--- config.mk ---
export PLATFORM = sky130hd
export DESIGN_NAME = rttsc_queue
export DESIGN_NICKNAME = d
export VERILOG_FILES = /design/src/hw/rtl/real_time_target_share_check_assert.svh /design/src/hw/rtl/rttsc_pkg.sv /design/src/hw/rtl/rttsc_queue.sv
export SDC_FILE = /design/constraint.sdc
export NUM_CORES = 1
export LEC_CHECK = 0
export BUFFER_PORTS_ARGS = -buffer_cell sky130_fd_sc_hd__buf_2
export CAP_MARGIN = 20
export CORE_AREA = 2 2 52 54
export DETAILED_ROUTE_END_ITERATION = 10
export DIE_AREA = 0 0 54 56
export GPL_ROUTABILITY_DRIVEN = 0
export HOLD_SLACK_MARGIN = 0.12
export PLACE_DENSITY = 0.56
export SLEW_MARGIN = 20
export SYNTH_ARGS = -nofsm -noshare
export SYNTH_HDL_FRONTEND = slang
export SYNTH_SLANG_ARGS = --single-unit
--- constraint.sdc ---
create_clock -name aclk -period 1.1 [get_ports aclk]
set_input_delay 0.22 -clock aclk [delete_from_list [all_inputs] [get_ports aclk]]
set_output_delay 0.22 -clock aclk [all_outputs]
set_load 0.01 [all_outputs]
--- src/hw/rtl/real_time_target_share_check_assert.svh ---
// Assertion macros used by the share check back end.
`ifndef REAL_TIME_TARGET_SHARE_CHECK_ASSERT_SVH
`define REAL_TIME_TARGET_SHARE_CHECK_ASSERT_SVH

// Same-cycle implication, checked out of reset.
`define RTTSC_ASSERT_NOW(lbl, ante, cons, msg) \
    lbl: assert property (@(posedge aclk) disable iff (!aresetn) (ante) |-> (cons)) \
        else $error(msg);

// Next-cycle implication, checked out of reset.
`define RTTSC_ASSERT_NEXT(lbl, ante, cons, msg) \
    lbl: assert property (@(posedge aclk) disable iff (!aresetn) (ante) |=> (cons)) \
        else $error(msg);

`endif

--- src/hw/rtl/rttsc_pkg.sv ---
// Shared types, constants and functions of the share check.
package rttsc_pkg;

    localparam int DIFF_BITS_DEF      = 24;
    localparam int COEF_FRAC_BITS_DEF = 128;
    localparam int TARGET_W           = 256;
    localparam int TIME_W             = 48;
    localparam int COMPACT_W          = 32;
    localparam int LIMB_W             = 32;
    localparam int NUM_REF            = 4;
    localparam int DIST_POW           = 5;
    localparam int QUEUE_DEPTH        = 2;
    localparam int CFG_IDX_W          = 8;
    localparam int CFG_DATA_W         = 48;
    localparam int S_DATA_W           = 336;
    localparam int M_DATA_W           = 40;
    localparam int COEF_CALC_W        = 768;

    typedef enum logic [CFG_IDX_W-1:0] {
        CFG_RTT_EN  = 8'd0,
        CFG_PREV_CT = 8'd1,
        CFG_PREV_T0 = 8'd2,
        CFG_PREV_T1 = 8'd3,
        CFG_PREV_T2 = 8'd4,
        CFG_PREV_T3 = 8'd5
    } cfg_index_t;

    typedef enum logic [2:0] {
        B_IDLE,
        B_MULS,
        B_ROW,
        B_CAND,
        B_CAP,
        B_CMP,
        B_ENC,
        B_OUT
    } back_state_t;

    typedef struct packed {
        logic [COMPACT_W-1:0] adjusted_compact_target;
        logic                 target_invalid;
        logic                 is_pending_block;
        logic                 is_block;
    } result_t;

    // floor(m * 2^frac / 10^e) for reference block idx
    function automatic logic [COEF_CALC_W-1:0] coef_value(input int idx, input int frac);
        logic [COEF_CALC_W-1:0] v;
        logic [63:0]            m;
        int                     e;
        case (idx)
            0:       begin m = 64'd49192018423; e = 24; end
            1:       begin m = 64'd48039080491; e = 27; end
            2:       begin m = 64'd49192018423; e = 29; end
            default: begin m = 64'd46913164542; e = 30; end
        endcase
        v = COEF_CALC_W'(m) << frac;
        for (int k = 0; k < e; k++) begin
            v = v / 10;
        end
        return v;
    endfunction

    // compact to 256-bit target, sign bit ignored
    function automatic logic [TARGET_W-1:0] expand_compact(input logic [COMPACT_W-1:0] c);
        logic [TARGET_W-1:0] w;
        logic [7:0]          sz;
        logic [7:0]          up;
        logic [1:0]          dn;
        w  = TARGET_W'(c[22:0]);
        sz = c[31:24];
        up = sz - 8'd3;
        dn = 2'(8'd3 - sz);
        if (sz <= 8'd3) begin
            return w >> {dn, 3'b000};
        end
        if (up >= 8'd32) begin
            return '0;
        end
        return w << {up[4:0], 3'b000};
    endfunction

    function automatic logic compact_bad(input logic [COMPACT_W-1:0] c);
        logic [22:0] word;
        logic [7:0]  sz;
        word = c[22:0];
        sz   = c[31:24];
        return (word != '0) && (c[23] || (sz > 8'd34) ||
               ((word > 23'hff) && (sz > 8'd33)) ||
               ((word > 23'hffff) && (sz > 8'd32)));
    endfunction

endpackage

--- src/hw/rtl/rttsc_queue.sv ---
// Small queue between front and back end.
module rttsc_queue #(
    parameter int W     = 8,
    parameter int DEPTH = rttsc_pkg::QUEUE_DEPTH
) (
    input  logic         aclk,
    input  logic         aresetn,
    input  logic         push,
    input  logic [W-1:0] push_data,
    output logic         full,
    input  logic         pop,
    output logic [W-1:0] pop_data,
    output logic         not_empty
);

    localparam int AW = (DEPTH > 1) ? $clog2(DEPTH) : 1;
    localparam int CW = $clog2(DEPTH + 1);

    logic [W-1:0]  mem_reg [DEPTH];
    logic [AW-1:0] wr_ptr_reg, wr_ptr_next;
    logic [AW-1:0] rd_ptr_reg, rd_ptr_next;
    logic [CW-1:0] count_reg, count_next;

    assign full      = (count_reg == CW'(DEPTH));
    assign not_empty = (count_reg != '0);
    assign pop_data  = mem_reg[rd_ptr_reg];

    always_comb begin
        wr_ptr_next = wr_ptr_reg;
        rd_ptr_next = rd_ptr_reg;
        count_next  = count_reg;
        if (push) begin
            wr_ptr_next = (wr_ptr_reg == AW'(DEPTH - 1)) ? '0 : wr_ptr_reg + 1'b1;
        end
        if (pop) begin
            rd_ptr_next = (rd_ptr_reg == AW'(DEPTH - 1)) ? '0 : rd_ptr_reg + 1'b1;
        end
        if (push && !pop) begin
            count_next = count_reg + 1'b1;
        end else if (pop && !push) begin
            count_next = count_reg - 1'b1;
        end
    end

    always_ff @(posedge aclk) begin
        if (!aresetn) begin
            wr_ptr_reg <= '0;
            rd_ptr_reg <= '0;
            count_reg  <= '0;
        end else begin
            wr_ptr_reg <= wr_ptr_next;
            rd_ptr_reg <= rd_ptr_next;
            count_reg  <= count_next;
        end
    end

    always_ff @(posedge aclk) begin
        if (push) begin
            mem_reg[wr_ptr_reg] <= push_data;
        end
    end

endmodule

==> flow_results.org <==
** STA
- Worst-case headroom to the max-slew limit :: 85.5%
- RSZ-0062 raised after global routing :: yes
- The max-slew violation count was 0.
- Hold timing on the final database bottoms out at a slack of 163 ps.
- Hold violation total from the final report :: 0
- Subtracting the final worst setup slack from the clock period gives 1440 ps.
- Final worst setup slack :: -337 ps
- Static timing analysis puts the maximum clock frequency at 696 MHz.
- Number of setup violations in the final report :: 11
- Actual transition at the worst max-transition pin :: 217 ps
- Between clock sinks in the finished design, the worst skew comes to 10.7 ps.
- After layout, the worst path uses 131% of the clock period.

** Die
- The floorplan step defined a die boundary enclosing 3020 µm².
- The floorplan step set the die height to 56 µm.
- Count of pins on the block boundary :: 22
- The die is 54 µm wide.
- The region available for standard cell placement spans 2430 µm².
- Initial standard-cell utilization of the core :: 32.8%
- Number of rows in the core area :: 18

** Global routing
- The first global-routing pass estimated 2.22 mm of wire.
- The via count of the first global-routing pass is 542.
- The initial antenna violation count is 0.
- Global routing used 10.0% of the available tracks across all layers.
- The total overflow left after global routing is 0.
- Entering global routing, the biggest net connects 13 pins.

** Synth
- Summing every instance area after synthesis gives 797 µm².
- Yosys warns :: 0
- Synthesis inferred 21 register bits.
- Synthesis instantiated 16 different standard cells from the library.
- Synthesized netlist net count :: 60
- Synth Area per Inst :: 17.0 µm²
- For this run, the register share of the synthesized area comes to 72.8%.
- Number of instances in the synthesized netlist :: 47

** Power
- Net Sw Frac :: 22.4%
- Power dissipated by switching net loads :: 373 µW
- The internal portion of the total power is 1.30 mW.
- Sequential cells account for 55.9% of the total power.
- For this design the ratio of total power to cell area is 1370 nW/µm².
- The completed layout was analyzed and its total power is 1.67 mW.
- The worst-case IR drop observed on VDD is 0.795 mV.
- Fraction of power consumed by the clock network :: 21.2%
- In this run the static leakage power is 0.512 nW.
- Share of power burned in combinational logic :: 22.9%

** Layout
- Leaving out fill and tap cells, the most frequent cell in the layout is edfxtp_1.
- The library cells used most frequently in the layout, excluding fill and tap cells, are 16 x edfxtp_1, 11 x buf_2, 10 x buf_6.
- Utilization of the core after routing :: 50.3%
- 0 antenna diodes ended up in the layout.
- In the final layout, the share of cells above drive strength 1 is 54.7%.
- Max FFs per register :: 16
- The area growth from synthesis to layout is 53.4%.
- Final cell count without fillers :: 116
- For this run, the post-layout net count is 100.

** Place
- In this run the tool buffered the top-level ports with 21 buffer cells.
- HPWL after detailed placement :: 874 µm
- Post-Place Cells :: 102
- Before CTS, the worst setup slack after placement is -110 ps.

** Clock tree
- The clock drives 21 sinks.
- Number of levels in the clock H-tree :: 1
- In this run, CTS created clock tree buffers numbering 3.
- After clock tree synthesis, the clock-pin slew on the worst setup and hold paths is 120 ps.
- Clock root buffer :: clkbuf_4
- For the worst-skew pair, the clock arrives at the later sink with an insertion delay of 290 ps.
- Longest Clk Path Bufs :: 2
- TritonCTS built the clock tree.

** Drt
- Dividing the detail-routed via count by the number of cells gives 4.29.
- Met2 routed wirelength :: 695 µm
- Count of nets left with antenna violations after detail routing :: 0
- Wire length the detailed router placed on met1 :: 561 µm
- For this run, design rule violations remaining after detail routing come to 0.
- Routed length on met3 :: 64 µm
- For this block, the via count after detailed routing is 498.
- Number of DRC markers in iteration 0 :: 3
- The highest layer touched by signal routing is met4.
- Pre-Repair DR Iteration Count :: 3
- Avg WL per Cell :: 11.5 µm
- Total Wirelength :: 1.33 mm

** Setup path
- The worst register-to-register path begins at count_reg[0].
- Critical Path RT :: 880 ps
- Setup slack, reg-to-reg :: -10 ps
- Following the worst setup path forward leads to its endpoint at pop_data[1].
- Highest net fanout along the worst path :: 8
- Data arrives at the worst endpoint at 1220 ps.
- Critical path start-end classification :: reg -> out
- The worst setup path is launched from a flip-flop.
- Length in cells of the worst reg-to-reg path :: 4
- Endpoint class of the critical path :: output pin
- Reg-to-Reg End :: count_reg[1]

** Run
- Max-capacitance violation count :: 0

** Outcome
- The checks that failed: setup timing.
- Result of the run :: complete, but fails checks

** Worst hold path
- Path category of the worst min-delay check :: in -> reg
==> worst min-delay path by stage <==
stage | from | endpoint | slack (ps) | depth (start not counted)
2_1_floorplan | push_data[0] | mem_reg[0][0] | 320 | 0
3_3_place_gp | push_data[7] | mem_reg[0][7] | 410 | 1
3_5_place_dp | push_data[5] | mem_reg[0][5] | 410 | 1
4_1_cts | aresetn | wr_ptr_reg | 160 | 2
5_1_grt | aresetn | wr_ptr_reg | 170 | 2
6_report | aresetn | wr_ptr_reg | 160 | 2
==> power by group through the flow <==
stage          logic [mW]  clock network [mW]  registers (mW)
2_1_floorplan       0.140                   0           0.941
3_5_place_dp        0.257                   0           0.949
3_3_place_gp        0.254                   0           0.947
6_report            0.382               0.354           0.933
4_1_cts             0.384               0.373           0.933
5_1_grt             0.417               0.403           0.939
==> area by class of cell <==
cell class / instances / area, µm²
clock buffer: 3 / 22.5
tap: 30 / 37.5
sequential: 21 / 584
multi-input combinational: 24 / 244
clock inverter: 1 / 5.00
fill: 213 / 1210
timing repair buffer: 36 / 325
inverter: 1 / 3.75
==> per-layer routing <==
metal	GRT usage, %	vias up
li1	-	251
met1	10.8	231
met2	17.8	14
met3	2.42	2
met4	4.29	0
met5	0	-
==> per-stage QoR <==
| stage | setup TNS [ps] | instance area (µm²) |
|---|---|---|
| floorplan | 0 | 800 |
| global placement | -477 | 1000 |
| detailed placement | -515 | 1000 |
| CTS | -2970 | 1220 |
| global route | -3480 | 1220 |
| finish | -2900 | 1220 |
==> cells in the mapped netlist <==
| cell | number | area share, % |
|---|---|---|
| o21ai_0 | 1 | 0.63 |
| inv_1 | 1 | 0.47 |
| dfxtp_1 | 5 | 13 |
| o21a_1 | 1 | 0.94 |
| ha_1 | 1 | 1.6 |
| xnor2_1 | 1 | 1.1 |
| edfxtp_1 | 16 | 60 |
| or2_2 | 1 | 0.79 |
| mux2_2 | 8 | 11 |
| and2b_2 | 1 | 1.1 |
| and2_1 | 4 | 3.1 |
| or3_1 | 1 | 0.79 |
| xor2_1 | 2 | 2.2 |
| nor2b_1 | 2 | 1.6 |
| buf_2 | 1 | 0.63 |
| a21boi_1 | 1 | 0.94 |
==> critical path, stage by stage (launching register included) <==
cell	delay, ps
dfxtp_2	360
buf_12	130
mux2_4	310
buf_6	120
==> cells by family (layout without fill, tap and decap cells) <==
family	Yosys count	in the layout	share of synthesized area, %
multiplexers	8	8	11.3
buffers and inverters	2	41	1.10
AND/OR/NAND/NOR	9	9	7.38
flip-flops	21	21	72.8
AO/OA/AOI/OAI	3	3	2.51
adder cells (fa/ha/maj)	1	1	1.57
XOR/XNOR	3	3	3.30
==> repair_timing <==
item                                   in CTS  in global routing
pin swaps                                   2                  0
buffers inserted                            2                  0
gates resized for setup                    22                  1
hold buffers                                8                  0
endpoints found under the hold margin      14                  0
setup endpoints to repair                  10                 19
Power figures use the tool's default switching activity.
