<file path="config.mk">
export PLATFORM = sky130hd
export DESIGN_NAME = rttsc_front
export DESIGN_NICKNAME = d
export VERILOG_FILES = /design/src/hw/rtl/real_time_target_share_check_assert.svh /design/src/hw/rtl/rttsc_pkg.sv /design/src/hw/rtl/rttsc_front.sv
export SDC_FILE = /design/constraint.sdc
export NUM_CORES = 1
export LEC_CHECK = 0
export BUFFER_PORTS_ARGS = -buffer_cell sky130_fd_sc_hd__buf_2
export CORE_AREA = 3 3 438 440
export DETAILED_ROUTE_END_ITERATION = 8
export DIE_AREA = 0 0 441 443
export PLACE_DENSITY = 0.3
export SLEW_MARGIN = 20
export SYNTH_ARGS = -nofsm -noshare
export SYNTH_HDL_FRONTEND = slang
export SYNTH_SLANG_ARGS = --single-unit
</file>
<file path="constraint.sdc">
create_clock -name vclk -period 9.1
set_input_delay 0.455 -clock vclk [all_inputs]
set_output_delay 0.455 -clock vclk [all_outputs]
set_load 0.1 [all_outputs]
</file>
<file path="src/hw/rtl/real_time_target_share_check_assert.svh">
// Assertion macros used by the share check back end.
`ifndef REAL_TIME_TARGET_SHARE_CHECK_ASSERT_SVH
`define REAL_TIME_TARGET_SHARE_CHECK_ASSERT_SVH

// Same-cycle implication, checked out of reset.
`define RTTSC_ASSERT_NOW(lbl, ante, cons, msg) \
    lbl: assert property (@(posedge aclk) disable iff (!aresetn) (ante) |-> (cons)) \
        else $error(msg);

// Next-cycle implication, checked out of reset.
`define RTTSC_ASSERT_NEXT(lbl, ante, cons, msg) \
    lbl: assert property (@(posedge aclk) disable iff (!aresetn) (ante) |=> (cons)) \
        else $error(msg);

`endif

</file>
<file path="src/hw/rtl/rttsc_pkg.sv">
// Shared types, constants and functions of the share check.
package rttsc_pkg;

    localparam int DIFF_BITS_DEF      = 24;
    localparam int COEF_FRAC_BITS_DEF = 128;
    localparam int TARGET_W           = 256;
    localparam int TIME_W             = 48;
    localparam int COMPACT_W          = 32;
    localparam int LIMB_W             = 32;
    localparam int NUM_REF            = 4;
    localparam int DIST_POW           = 5;
    localparam int QUEUE_DEPTH        = 2;
    localparam int CFG_IDX_W          = 8;
    localparam int CFG_DATA_W         = 48;
    localparam int S_DATA_W           = 336;
    localparam int M_DATA_W           = 40;
    localparam int COEF_CALC_W        = 768;

    typedef enum logic [CFG_IDX_W-1:0] {
        CFG_RTT_EN  = 8'd0,
        CFG_PREV_CT = 8'd1,
        CFG_PREV_T0 = 8'd2,
        CFG_PREV_T1 = 8'd3,
        CFG_PREV_T2 = 8'd4,
        CFG_PREV_T3 = 8'd5
    } cfg_index_t;

    typedef enum logic [2:0] {
        B_IDLE,
        B_MULS,
        B_ROW,
        B_CAND,
        B_CAP,
        B_CMP,
        B_ENC,
        B_OUT
    } back_state_t;

    typedef struct packed {
        logic [COMPACT_W-1:0] adjusted_compact_target;
        logic                 target_invalid;
        logic                 is_pending_block;
        logic                 is_block;
    } result_t;

    // floor(m * 2^frac / 10^e) for reference block idx
    function automatic logic [COEF_CALC_W-1:0] coef_value(input int idx, input int frac);
        logic [COEF_CALC_W-1:0] v;
        logic [63:0]            m;
        int                     e;
        case (idx)
            0:       begin m = 64'd49192018423; e = 24; end
            1:       begin m = 64'd48039080491; e = 27; end
            2:       begin m = 64'd49192018423; e = 29; end
            default: begin m = 64'd46913164542; e = 30; end
        endcase
        v = COEF_CALC_W'(m) << frac;
        for (int k = 0; k < e; k++) begin
            v = v / 10;
        end
        return v;
    endfunction

    // compact to 256-bit target, sign bit ignored
    function automatic logic [TARGET_W-1:0] expand_compact(input logic [COMPACT_W-1:0] c);
        logic [TARGET_W-1:0] w;
        logic [7:0]          sz;
        logic [7:0]          up;
        logic [1:0]          dn;
        w  = TARGET_W'(c[22:0]);
        sz = c[31:24];
        up = sz - 8'd3;
        dn = 2'(8'd3 - sz);
        if (sz <= 8'd3) begin
            return w >> {dn, 3'b000};
        end
        if (up >= 8'd32) begin
            return '0;
        end
        return w << {up[4:0], 3'b000};
    endfunction

    function automatic logic compact_bad(input logic [COMPACT_W-1:0] c);
        logic [22:0] word;
        logic [7:0]  sz;
        word = c[22:0];
        sz   = c[31:24];
        return (word != '0) && (c[23] || (sz > 8'd34) ||
               ((word > 23'hff) && (sz > 8'd33)) ||
               ((word > 23'hffff) && (sz > 8'd32)));
    endfunction

endpackage

</file>
<file path="src/hw/rtl/rttsc_front.sv">
// Front end: takes requests, expands the header target and computes age distances.
module rttsc_front #(
    parameter int DIFF_BITS = rttsc_pkg::DIFF_BITS_DEF
) (
    input  logic                                                  s_tvalid,
    output logic                                                  s_tready,
    input  logic [rttsc_pkg::S_DATA_W-1:0]                        s_tdata,
    input  logic [rttsc_pkg::NUM_REF-1:0][rttsc_pkg::TIME_W-1:0]  prev_time,
    input  logic                                                  q_full,
    output logic                                                  q_push,
    output logic [1+2*rttsc_pkg::TARGET_W+rttsc_pkg::NUM_REF*DIFF_BITS-1:0] q_data
);

    localparam int TW = rttsc_pkg::TIME_W;

    logic [TW-1:0]                              now;
    logic [rttsc_pkg::COMPACT_W-1:0]            hc;
    logic [rttsc_pkg::TARGET_W-1:0]             hash;
    logic [rttsc_pkg::TARGET_W-1:0]             hdr;
    logic                                       inv;
    logic [rttsc_pkg::NUM_REF-1:0][DIFF_BITS-1:0] age_dist;

    assign now  = s_tdata[TW-1:0];
    assign hc   = s_tdata[TW +: rttsc_pkg::COMPACT_W];
    assign hash = s_tdata[TW+rttsc_pkg::COMPACT_W +: rttsc_pkg::TARGET_W];
    assign hdr  = rttsc_pkg::expand_compact(hc);
    assign inv  = rttsc_pkg::compact_bad(hc) || (hdr == '0);

    always_comb begin
        logic [TW-1:0] gap;
        for (int r = 0; r < rttsc_pkg::NUM_REF; r++) begin
            if (now > prev_time[r]) begin
                gap = now - prev_time[r];
            end else begin
                gap = TW'(1);
            end
            if (|gap[TW-1:DIFF_BITS]) begin
                age_dist[r] = '1;
            end else begin
                age_dist[r] = gap[DIFF_BITS-1:0];
            end
        end
    end

    assign s_tready = !q_full;
    assign q_push   = s_tvalid && !q_full;
    assign q_data   = {inv, hdr, hash, age_dist};

endmodule

</file>
==> run metrics, run 1 <==
outcome=finished, final reports clean; die width=441 um; multi-input logic area=15500 sq um; Min-Delay Endpoint=q_data[184]; max cap viols=0; DP Wirelength=127000 um; Yosys top cell area share=12.9%; Via Count=24412; largest net degree at the start of global routing=85; fill cell count=22326; vias in the first global route=24623; setup total negative slack=0 ns; Nets=4075; crit start category=input pin; synthesized cell area=19000 sq um; worst hold start=s_tdata[168]; 1st-iter DRT viols=1864; post_cts resized=0; Crit path largest cell delay=0.84 ns; worst setup path category=in2out; GR Util All Layers=13.8%; Rel. slew slack=28.8%; Final ANT Viol Nets=0; count of different cell masters after synthesis=87; register area=0 sq um; Hold/Removal Path Class=in2out; chip height=443 um; total wire length=144000 um; Seq cells=0; area grow syn2layout=20.0%; final global-route overflow total=0; Final min period=6.61 ns; Peak Freq=0.151 GHz; top fanout value on the critical path=37; post-synthesis sequential area ratio=0%; share of layout cells above drive strength 1=20.9%; worst vdd ir=80.6 uV; unrepaired setup endpoints after global routing=no; remaining routing DRC violations=0; Pwr per Cell Area=87.9 nW/um^2; gpl congestion=0.881; Worst Path Required=8.65 ns; antenna violations before repair=30; # IOs=1141; Final Hold Viols=0; dominant cells by area after synthesis=ha_1, buf_4, a21oi_1; Crit path top cell by count=buf_2; crit path max-delay cell type=a2bb2oi_1; power after layout=2010 uW; CP endpoint kind=primary output; drt first pass iters=6; Synth area leader=ha_1; period utilisation layout=72.6%; IO buf count=629; Core Box Area=188000 sq um; WP data arrival=6.15 ns; Tightest Pin Transition=1.06 ns; syn_nets=3863; CLK BUF=0; vias per inst=4.18; first-pass GRT wire length=194000 um; worst-path cell chain=buf_2 -> inv_1 -> ha_1 -> buf_4 -> mux2i_1 -> a2bb2oi_1 -> and4_1 -> nand3_1 -> nor2_1 -> a31oi_1 -> nor4_1 -> nand4_1 -> or4_1 -> o21ai_1 -> buf_2; Starting Density=10.1%; synthesized instance count=3133; # hold bufs at CTS=0; Lkg Pwr=0.0104 uW; row count=159; Final Max Tran Viols=0; worst hold path cell count=0; average wire per standard cell=24.7 um; Setup violations, final=0; yosys warns=0; die area=195000 sq um; Post-CTS Setup Repair Bufs=0; Syn Area/Cell=6.08 sq um
## layer usage
metal	global-route usage, %	share of wire [%]
met4	4.39	4.2
met1	14.4	36
met3	2.05	5.9
met5	0.0496	0.0083
met2	27.4	54
## cells by family after synthesis
group / after synthesis / share of synthesized area, %
compound gates: 989 / 33.5
xor+xnor: 139 / 6.39
fa+ha+maj: 200 / 13.3
buf+inv: 692 / 18.9
mux: 18 / 0.966
simple gates: 1095 / 26.9
## Yosys cell counts (all sizes together), types with 9 or more instances
cell / number
a2111oi: 11
a211oi: 21
a21o: 88
a21oi: 333
a221oi: 11
a22oi: 35
a311oi: 9
a31oi: 46
a41oi: 9
and2: 16
and3: 23
and4: 12
buf: 286
clkbuf: 153
ha: 196
inv: 253
mux2i: 15
nand2: 262
nand2b: 26
nand3: 65
nand4: 75
nor2: 398
nor2b: 21
nor3: 87
nor4: 36
o2111ai: 13
o211a: 9
o211ai: 21
o21a: 51
o21ai: 165
o21bai: 30
o22ai: 19
o31ai: 14
or2: 16
or3: 21
or4: 10
xnor2: 81
xor2: 58
## metrics by stage
stage               worst slack [ns]  instance area [sq um]  hold WS (ns)  std cells  util, %
floorplan                       2.63                  19000          1.12       3133        -
global placement                2.49                  22800         0.911       5838     12.1
detailed placement              2.57                  22800         0.911       5838     12.1
CTS                             2.53                  22800         0.911       5838     12.1
global route                    1.99                  22800         0.910       5839     12.1
finish                          2.49                  22900         0.910       5845     12.2
## how the worst max path moves through the flow
stage / start / slack [ns] / end
finish: s_tdata[73] / 2.49 / q_data[608]
global placement: s_tdata[73] / 2.49 / q_data[608]
CTS: s_tdata[73] / 2.53 / q_data[608]
floorplan: s_tdata[72] / 2.63 / q_data[608]
detailed placement: s_tdata[73] / 2.57 / q_data[608]
global route: s_tdata[73] / 1.99 / q_data[608]
## cells in the final DEF (no fill, tap or decap), types with 30 or more instances in the layout
cell,instances
ha_1,196
a21oi_1,329
xor2_1,58
xnor2_1,81
nand2_1,262
a21o_1,88
o21bai_1,30
o21ai_0,159
nand3_1,64
buf_2,629
inv_1,253
a31oi_1,46
o21a_1,51
nor3_1,87
nor2_1,398
nor4_1,35
a22oi_1,35
nand4_1,75
## final cells by class
cell class | count | area share [%]
Tap cell | 2495 | 13.7
Antenna cell | 7 | 0.0767
Timing Repair Buffer | 649 | 14.4
Inverter | 253 | 4.16
Multi-Input combinational cell | 2441 | 67.7
## report_power, final
group,switching [uW],total (uW),internal [uW]
clock network,0,0.0000766,0.0000766
logic,1480,2010,525
registers,0,0,0
total,1480,2010,525
## worst max-delay path: cells and delay by family
kind                     cells  cell delay, ns
adder cells (fa/ha/maj)      1            0.31
buffers and inverters        4            1.41
AO/OA/AOI/OAI                3            1.52
multiplexers                 1            0.29
AND/OR/NAND/NOR              6            2.12
No activity file was read; power rests on OpenSTA's default activity.
==> run 2: changes to the inputs <==
--- a/config.mk
+++ b/config.mk
@@ -6,9 +6,9 @@
 export NUM_CORES = 1
 export LEC_CHECK = 0
 export BUFFER_PORTS_ARGS = -buffer_cell sky130_fd_sc_hd__buf_2
-export CORE_AREA = 3 3 438 440
+export CORE_AREA = 3 3 443 445
 export DETAILED_ROUTE_END_ITERATION = 8
-export DIE_AREA = 0 0 441 443
+export DIE_AREA = 0 0 446 448
 export PLACE_DENSITY = 0.3
 export SLEW_MARGIN = 20
 export SYNTH_ARGS = -nofsm -noshare
==> constraint.sdc (replaced) <==
create_clock -name vclk -period 6.2
set_input_delay 0.31 -clock vclk [all_inputs]
set_output_delay 0.31 -clock vclk [all_outputs]
set_load 0.1 [all_outputs]
==> run metrics, run 2 (synthesized netlist as in run 1, its figures left out) <==
IO buf count=629 (unchanged); crit path max-delay cell type=nor3_1; DP Wirelength=129000 um (+1.3%); max cap viols=0 (unchanged); # hold bufs at CTS=0 (unchanged); worst vdd ir=139 uV (+73%); top fanout value on the critical path=43 (+16%); Final WS setup=0.623 ns (-1.87 ns); outcome=finished, final reports clean; most frequent cells in the layout=buf_2, nor2_1, a21oi_1; row count=161 (+1.3%); area grow syn2layout=24.4%; antenna violations before repair=37 (+23%); CP endpoint kind=primary output; Seq cells=0 (unchanged); die area=200000 sq um (+2.3%); WP data arrival=5.27 ns (-0.88 ns); share of layout cells above drive strength 1=22.1% (+1.2 points); Final min period=5.58 ns; # IOs=1141 (unchanged); cell count along the critical path=15 (unchanged); Via Count=24844 (+1.8%); average wire per standard cell=24.3 um (-1.6%); Buf+Inv Stages, Crit Path=4 (unchanged); Final ANT Viol Nets=0 (unchanged); period utilisation layout=90.0%; Nets=4128 (+1.3%); worst hold path cell count=0 (unchanged); CLK BUF=0 (unchanged); commonest non-fill, non-tap cell in the layout=buf_2; remaining routing DRC violations=0 (unchanged); power after layout=2990 uW (+49%); worst hold start=s_tdata[98]; Post-CTS Setup Repair Bufs=0 (unchanged); Tightest Pin Transition=1.06 ns (+0.00604 ns); Pwr per Cell Area=126 nW/um^2 (+44%); unrepaired setup endpoints after global routing=no; Lkg Pwr=0.0107 uW (+3.0%); vias per inst=4.18 (+0.14%); Place WS=0.661 ns (-1.90 ns); Crit. Startpoint=s_tdata[72]; drt first pass iters=8 (+2); Final Hold Viols=0 (unchanged); gpl congestion=0.900 (+2.1%); vias in the first global route=24392 (-0.94%); final global-route overflow total=0 (unchanged); register area=0 sq um (unchanged); GR Util All Layers=13.5% (-0.29 points); Setup violations, final=0 (unchanged); Peak Freq=0.179 GHz; Starting Density=9.89% (-0.24 points); Crit path largest cell delay=0.74 ns (-0.10 ns); Rel. slew slack=28.5% (-0.31 points); Final Max Tran Viols=0 (unchanged); post_cts resized=0 (unchanged); Hold/Removal Path Class=in2out; critical path's top delay family=simple AND/OR/NAND/NOR gates; 1st-iter DRT viols=2021 (+8.4%); worst setup path category=in2out; Critical Path End=q_data[608]; total wire length=144000 um (about the same); crit start category=input pin; Worst Path Required=5.89 ns (-2.76 ns); first-pass GRT wire length=194000 um (-0.25%); Hold Slack=0.620 ns (-0.290 ns); Post-Route Utilization=12.3% (+0.14 points); setup total negative slack=0 ns (unchanged); Core Box Area=193000 sq um (+2.4%); die width=446 um (+1.1%); largest net degree at the start of global routing=44 (-48%); chip height=448 um (+1.1%); worst-path cell chain=buf_2 -> buf_4 -> ha_1 -> nor3_1 -> xnor2_1 -> nand3_2 -> or3_1 -> buf_4 -> nor3_1 -> nor2_1 -> o22ai_1 -> nor4_1 -> o2111ai_1 -> o21ai_1 -> buf_12
## run 2: cell count changes in the layout (fill, tap and decap cells not counted)
cell,change
a21oi_1,+3
a21oi_2,-3
buf_12,+24
buf_2,-29
buf_4,+58
diode_2,+11
nand2b_1,+1
nand2b_2,-1
nor3_1,-1
nor3_2,+1
nor4_1,-1
nor4_2,+1
## run 2: per-layer routing
metal	GRT usage [%]	vias up	share of wire (%)
met5	0.120	-	0.028
met4	4.36	6	3.9
met3	2.10	239	6.2
met2	27.0	1138	54
met1	14.1	11982	36
li1	-	11479	-
## run 2: where the power goes
part | total (uW) | internal [uW] | switching [uW] | leakage (uW)
clock network | 0.000335 | 0.000335 | 0 | 0.000000111
logic | 2990 | 807 | 2190 | 0.0107
registers | 0 | 0 | 0 | 0
total | 2990 | 807 | 2190 | 0.0107
## run 2: metrics by stage
| stage | area, sq um | std cells |
|---|---|---|
| 4_1_cts | 23600 | 5922 |
| 5_1_grt | 23700 | 5930 |
| 2_1_floorplan | 19000 | 3133 |
| 3_5_place_dp | 23600 | 5922 |
| 6_report | 23700 | 5940 |
| 3_3_place_gp | 23600 | 5922 |
## run 2: worst min-delay path by stage
stage	end	slack, ns
2_1_floorplan	q_data[100]	0.83
3_3_place_gp	q_data[108]	0.62
3_5_place_dp	q_data[108]	0.62
4_1_cts	q_data[108]	0.62
5_1_grt	q_data[164]	0.62
6_report	q_data[114]	0.62
## run 2: area by class of cell
class                           count  area [sq um]
Fill cell                       22748        169000
Multi-Input combinational cell   2441         15500
Tap cell                         2526          3160
Timing Repair Buffer              702          4070
Antenna cell                       18          45.0
Inverter                          253           950
==> run 3: changes to the inputs <==
--- a/config.mk
+++ b/config.mk
@@ -5,11 +5,12 @@
 export SDC_FILE = /design/constraint.sdc
 export NUM_CORES = 1
 export LEC_CHECK = 0
+export ABC_AREA = 1
 export BUFFER_PORTS_ARGS = -buffer_cell sky130_fd_sc_hd__buf_2
-export CORE_AREA = 3 3 443 445
+export CORE_AREA = 3 3 448 450
 export DETAILED_ROUTE_END_ITERATION = 8
-export DIE_AREA = 0 0 446 448
-export PLACE_DENSITY = 0.3
+export DIE_AREA = 0 0 451 453
+export PLACE_DENSITY = 0.32
 export SLEW_MARGIN = 20
 export SYNTH_ARGS = -nofsm -noshare
 export SYNTH_HDL_FRONTEND = slang
==> run metrics, run 3 <==
outcome=finished, final reports clean; design area=30900 sq um (+30%); # hold bufs at CTS=0 (unchanged); antenna violations before repair=19 (-49%); fill cell count=23906 (+5.1%); area grow syn2layout=15.3%; Peak Freq=0.201 GHz (+12%); total wire length=191000 um (+33%); Crit path top cell by count=nand2_1; syn_nets=6395 (+66%); synthesized instance count=5665 (+81%); average wire per standard cell=22.3 um (-8.1%); crit path max-delay cell type=nor2_2; DP Wirelength=167000 um (+30%); top fanout value on the critical path=31 (-28%); Final Max Tran Viols=0 (unchanged); DP Area=30900 sq um (+31%); Tightest Pin Transition=1.02 ns (-0.0456 ns); vias per inst=4.34 (+3.7%); IO buf count=629 (unchanged); Rel. slew slack=31.5% (+3.0 points); Final Hold Viols=0 (unchanged); critical path's top delay family=simple AND/OR/NAND/NOR gates; Worst Path Required=5.89 ns (about the same); Hold Slack=0.620 ns (-0.0000110 ns); unrepaired setup endpoints after global routing=no; most common cell in the netlist=nand2_1; commonest non-fill, non-tap cell in the layout=nand2_1; largest net degree at the start of global routing=63 (+43%); Buf+Inv Stages, Crit Path=6 (+2); CP endpoint kind=primary output; synthesized cell area=26800 sq um (+41%); Via Count=37196 (+50%); Crit path largest cell delay=0.60 ns (-0.14 ns); drt first pass iters=6 (-2); # placed instances=8568 (+45%); Synth area leader=nand2_1; crit start category=input pin; post-route insts no fill=8574 (+44%); WP data arrival=4.65 ns (-0.62 ns); Final ANT Viol Nets=0 (unchanged); Syn Area/Cell=4.73 sq um (-22%); GR Util All Layers=17.7% (+4.2 points); period utilisation layout=80.1% (-9.9 points); Seq cells=0 (unchanged); Post-CTS Setup Repair Bufs=0 (unchanged); final global-route overflow total=0 (unchanged); first-pass GRT wire length=264000 um (+36%); worst-path cell chain=buf_2 -> inv_1 -> ha_1 -> fa_1 -> inv_1 -> nand3_1 -> nand3_2 -> nand2_1 -> nand2_2 -> nand2_1 -> nand2_1 -> nand2_1 -> nand3_1 -> nand2_2 -> inv_2 -> o21ai_1 -> nand2_1 -> nor2_2 -> buf_4 -> nand3_1 -> buf_2; post-synthesis sequential area ratio=0% (unchanged); vias in the first global route=35737 (+47%); die width=451 um (+1.1%); # IOs=1141 (unchanged); commonest cells in the netlist=nand2_1, inv_1, nor2_1; worst setup path category=in2out; Setup violations, final=0 (unchanged); Hold/Removal Path Class=in2out; Pwr per Cell Area=101 nW/um^2 (-20%); gpl congestion=0.948 (+5.3%); CLK BUF=0 (unchanged); share of layout cells above drive strength 1=13.0% (-9.1 points); max cap viols=0 (unchanged); row count=163 (+1.2%); Core Box Area=197000 sq um (+2.3%); Starting Density=13.6% (+3.7 points); chip height=453 um (+1.1%); worst hold path cell count=0 (unchanged); Place WS=1.20 ns (+0.542 ns); 1st-iter DRT viols=3375 (+67%); Final min period=4.96 ns (-0.613 ns); die area=204000 sq um (+2.2%); post_cts resized=0 (unchanged); worst vdd ir=51.8 uV (-63%); register area=0 sq um (unchanged); dominant cells by area after synthesis=nand2_1, inv_1, nor2_1; cell count along the critical path=21 (+6); Lkg Pwr=0.0176 uW (+64%); multi-input logic area=20400 sq um (+32%); Final WS setup=1.24 ns (+0.613 ns); Nets=6660 (+61%); most frequent cells in the layout=nand2_1, inv_1, nor2_1; yosys warns=0 (unchanged); count of different cell masters after synthesis=46 (-47%); Yosys top cell area share=25.8% (+13 points); remaining routing DRC violations=0 (unchanged); setup total negative slack=0 ns (unchanged)
[run 3: changes by cell type after synthesis, sizes merged, moves of 37 or more]
cell,delta
nand2,+1602
inv,+741
nand3,+457
nor2,+382
clkbuf,-105
a21o,-80
xnor2,-78
buf,+67
xor2,-54
o21a,-48
a31oi,-45
a21oi,+37
[run 3: cell families (layout without fill, tap and decap cells)]
| kind of cell | Yosys count | in the layout | share of synthesized area, % |
|---|---|---|---|
| AND/OR/NAND/NOR | 3412 | 3412 | 53.4 |
| AO/OA/AOI/OAI | 645 | 645 | 12.8 |
| buffers and inverters | 1401 | 1664 | 24.1 |
| adder cells (fa/ha/maj) | 200 | 200 | 9.46 |
| XOR/XNOR | 7 | 7 | 0.229 |
| other | 0 | 6 | 0 |
[run 3: power breakdown]
| part | switching (uW) | leakage, uW | internal, uW |
|---|---|---|---|
| clock network | 0 | 0.0000000397 | 0.000117 |
| registers | 0 | 0 | 0 |
| logic | 2350 | 0.0176 | 767 |
[run 3: final cells by class]
cell class / instances / share of cell area (%)
tap: 2640 / 10.7
multi-input combinational: 4264 / 65.9
timing repair buffer: 664 / 11.1
inverter: 1000 / 12.2
antenna: 6 / 0.0486
[run 3: per-layer routing]
| metal | global-route usage, % | vias to the layer above | wire length, um |
|---|---|---|---|
| li1 | - | 17990 | - |
| met1 | 21.1 | 17396 | 77700 |
| met2 | 31.1 | 1494 | 91300 |
| met3 | 2.31 | 314 | 11300 |
| met4 | 8.53 | 2 | 11000 |
| met5 | 0 | - | 13 |
[run 3: worst paths after layout]
path                          from     endpoint  slack (ns)
worst max-delay path    s_tdata[0]   q_data[25]        1.24
worst min-delay path  s_tdata[105]  q_data[121]        0.62
[run 3: metrics by stage]
step           total power [uW]  util (%)
2_1_floorplan              2700         -
6_report                   3120      15.7
3_3_place_gp               3110      15.7
3_5_place_dp               3080      15.7
5_1_grt                    3390      15.7
4_1_cts                    3090      15.7
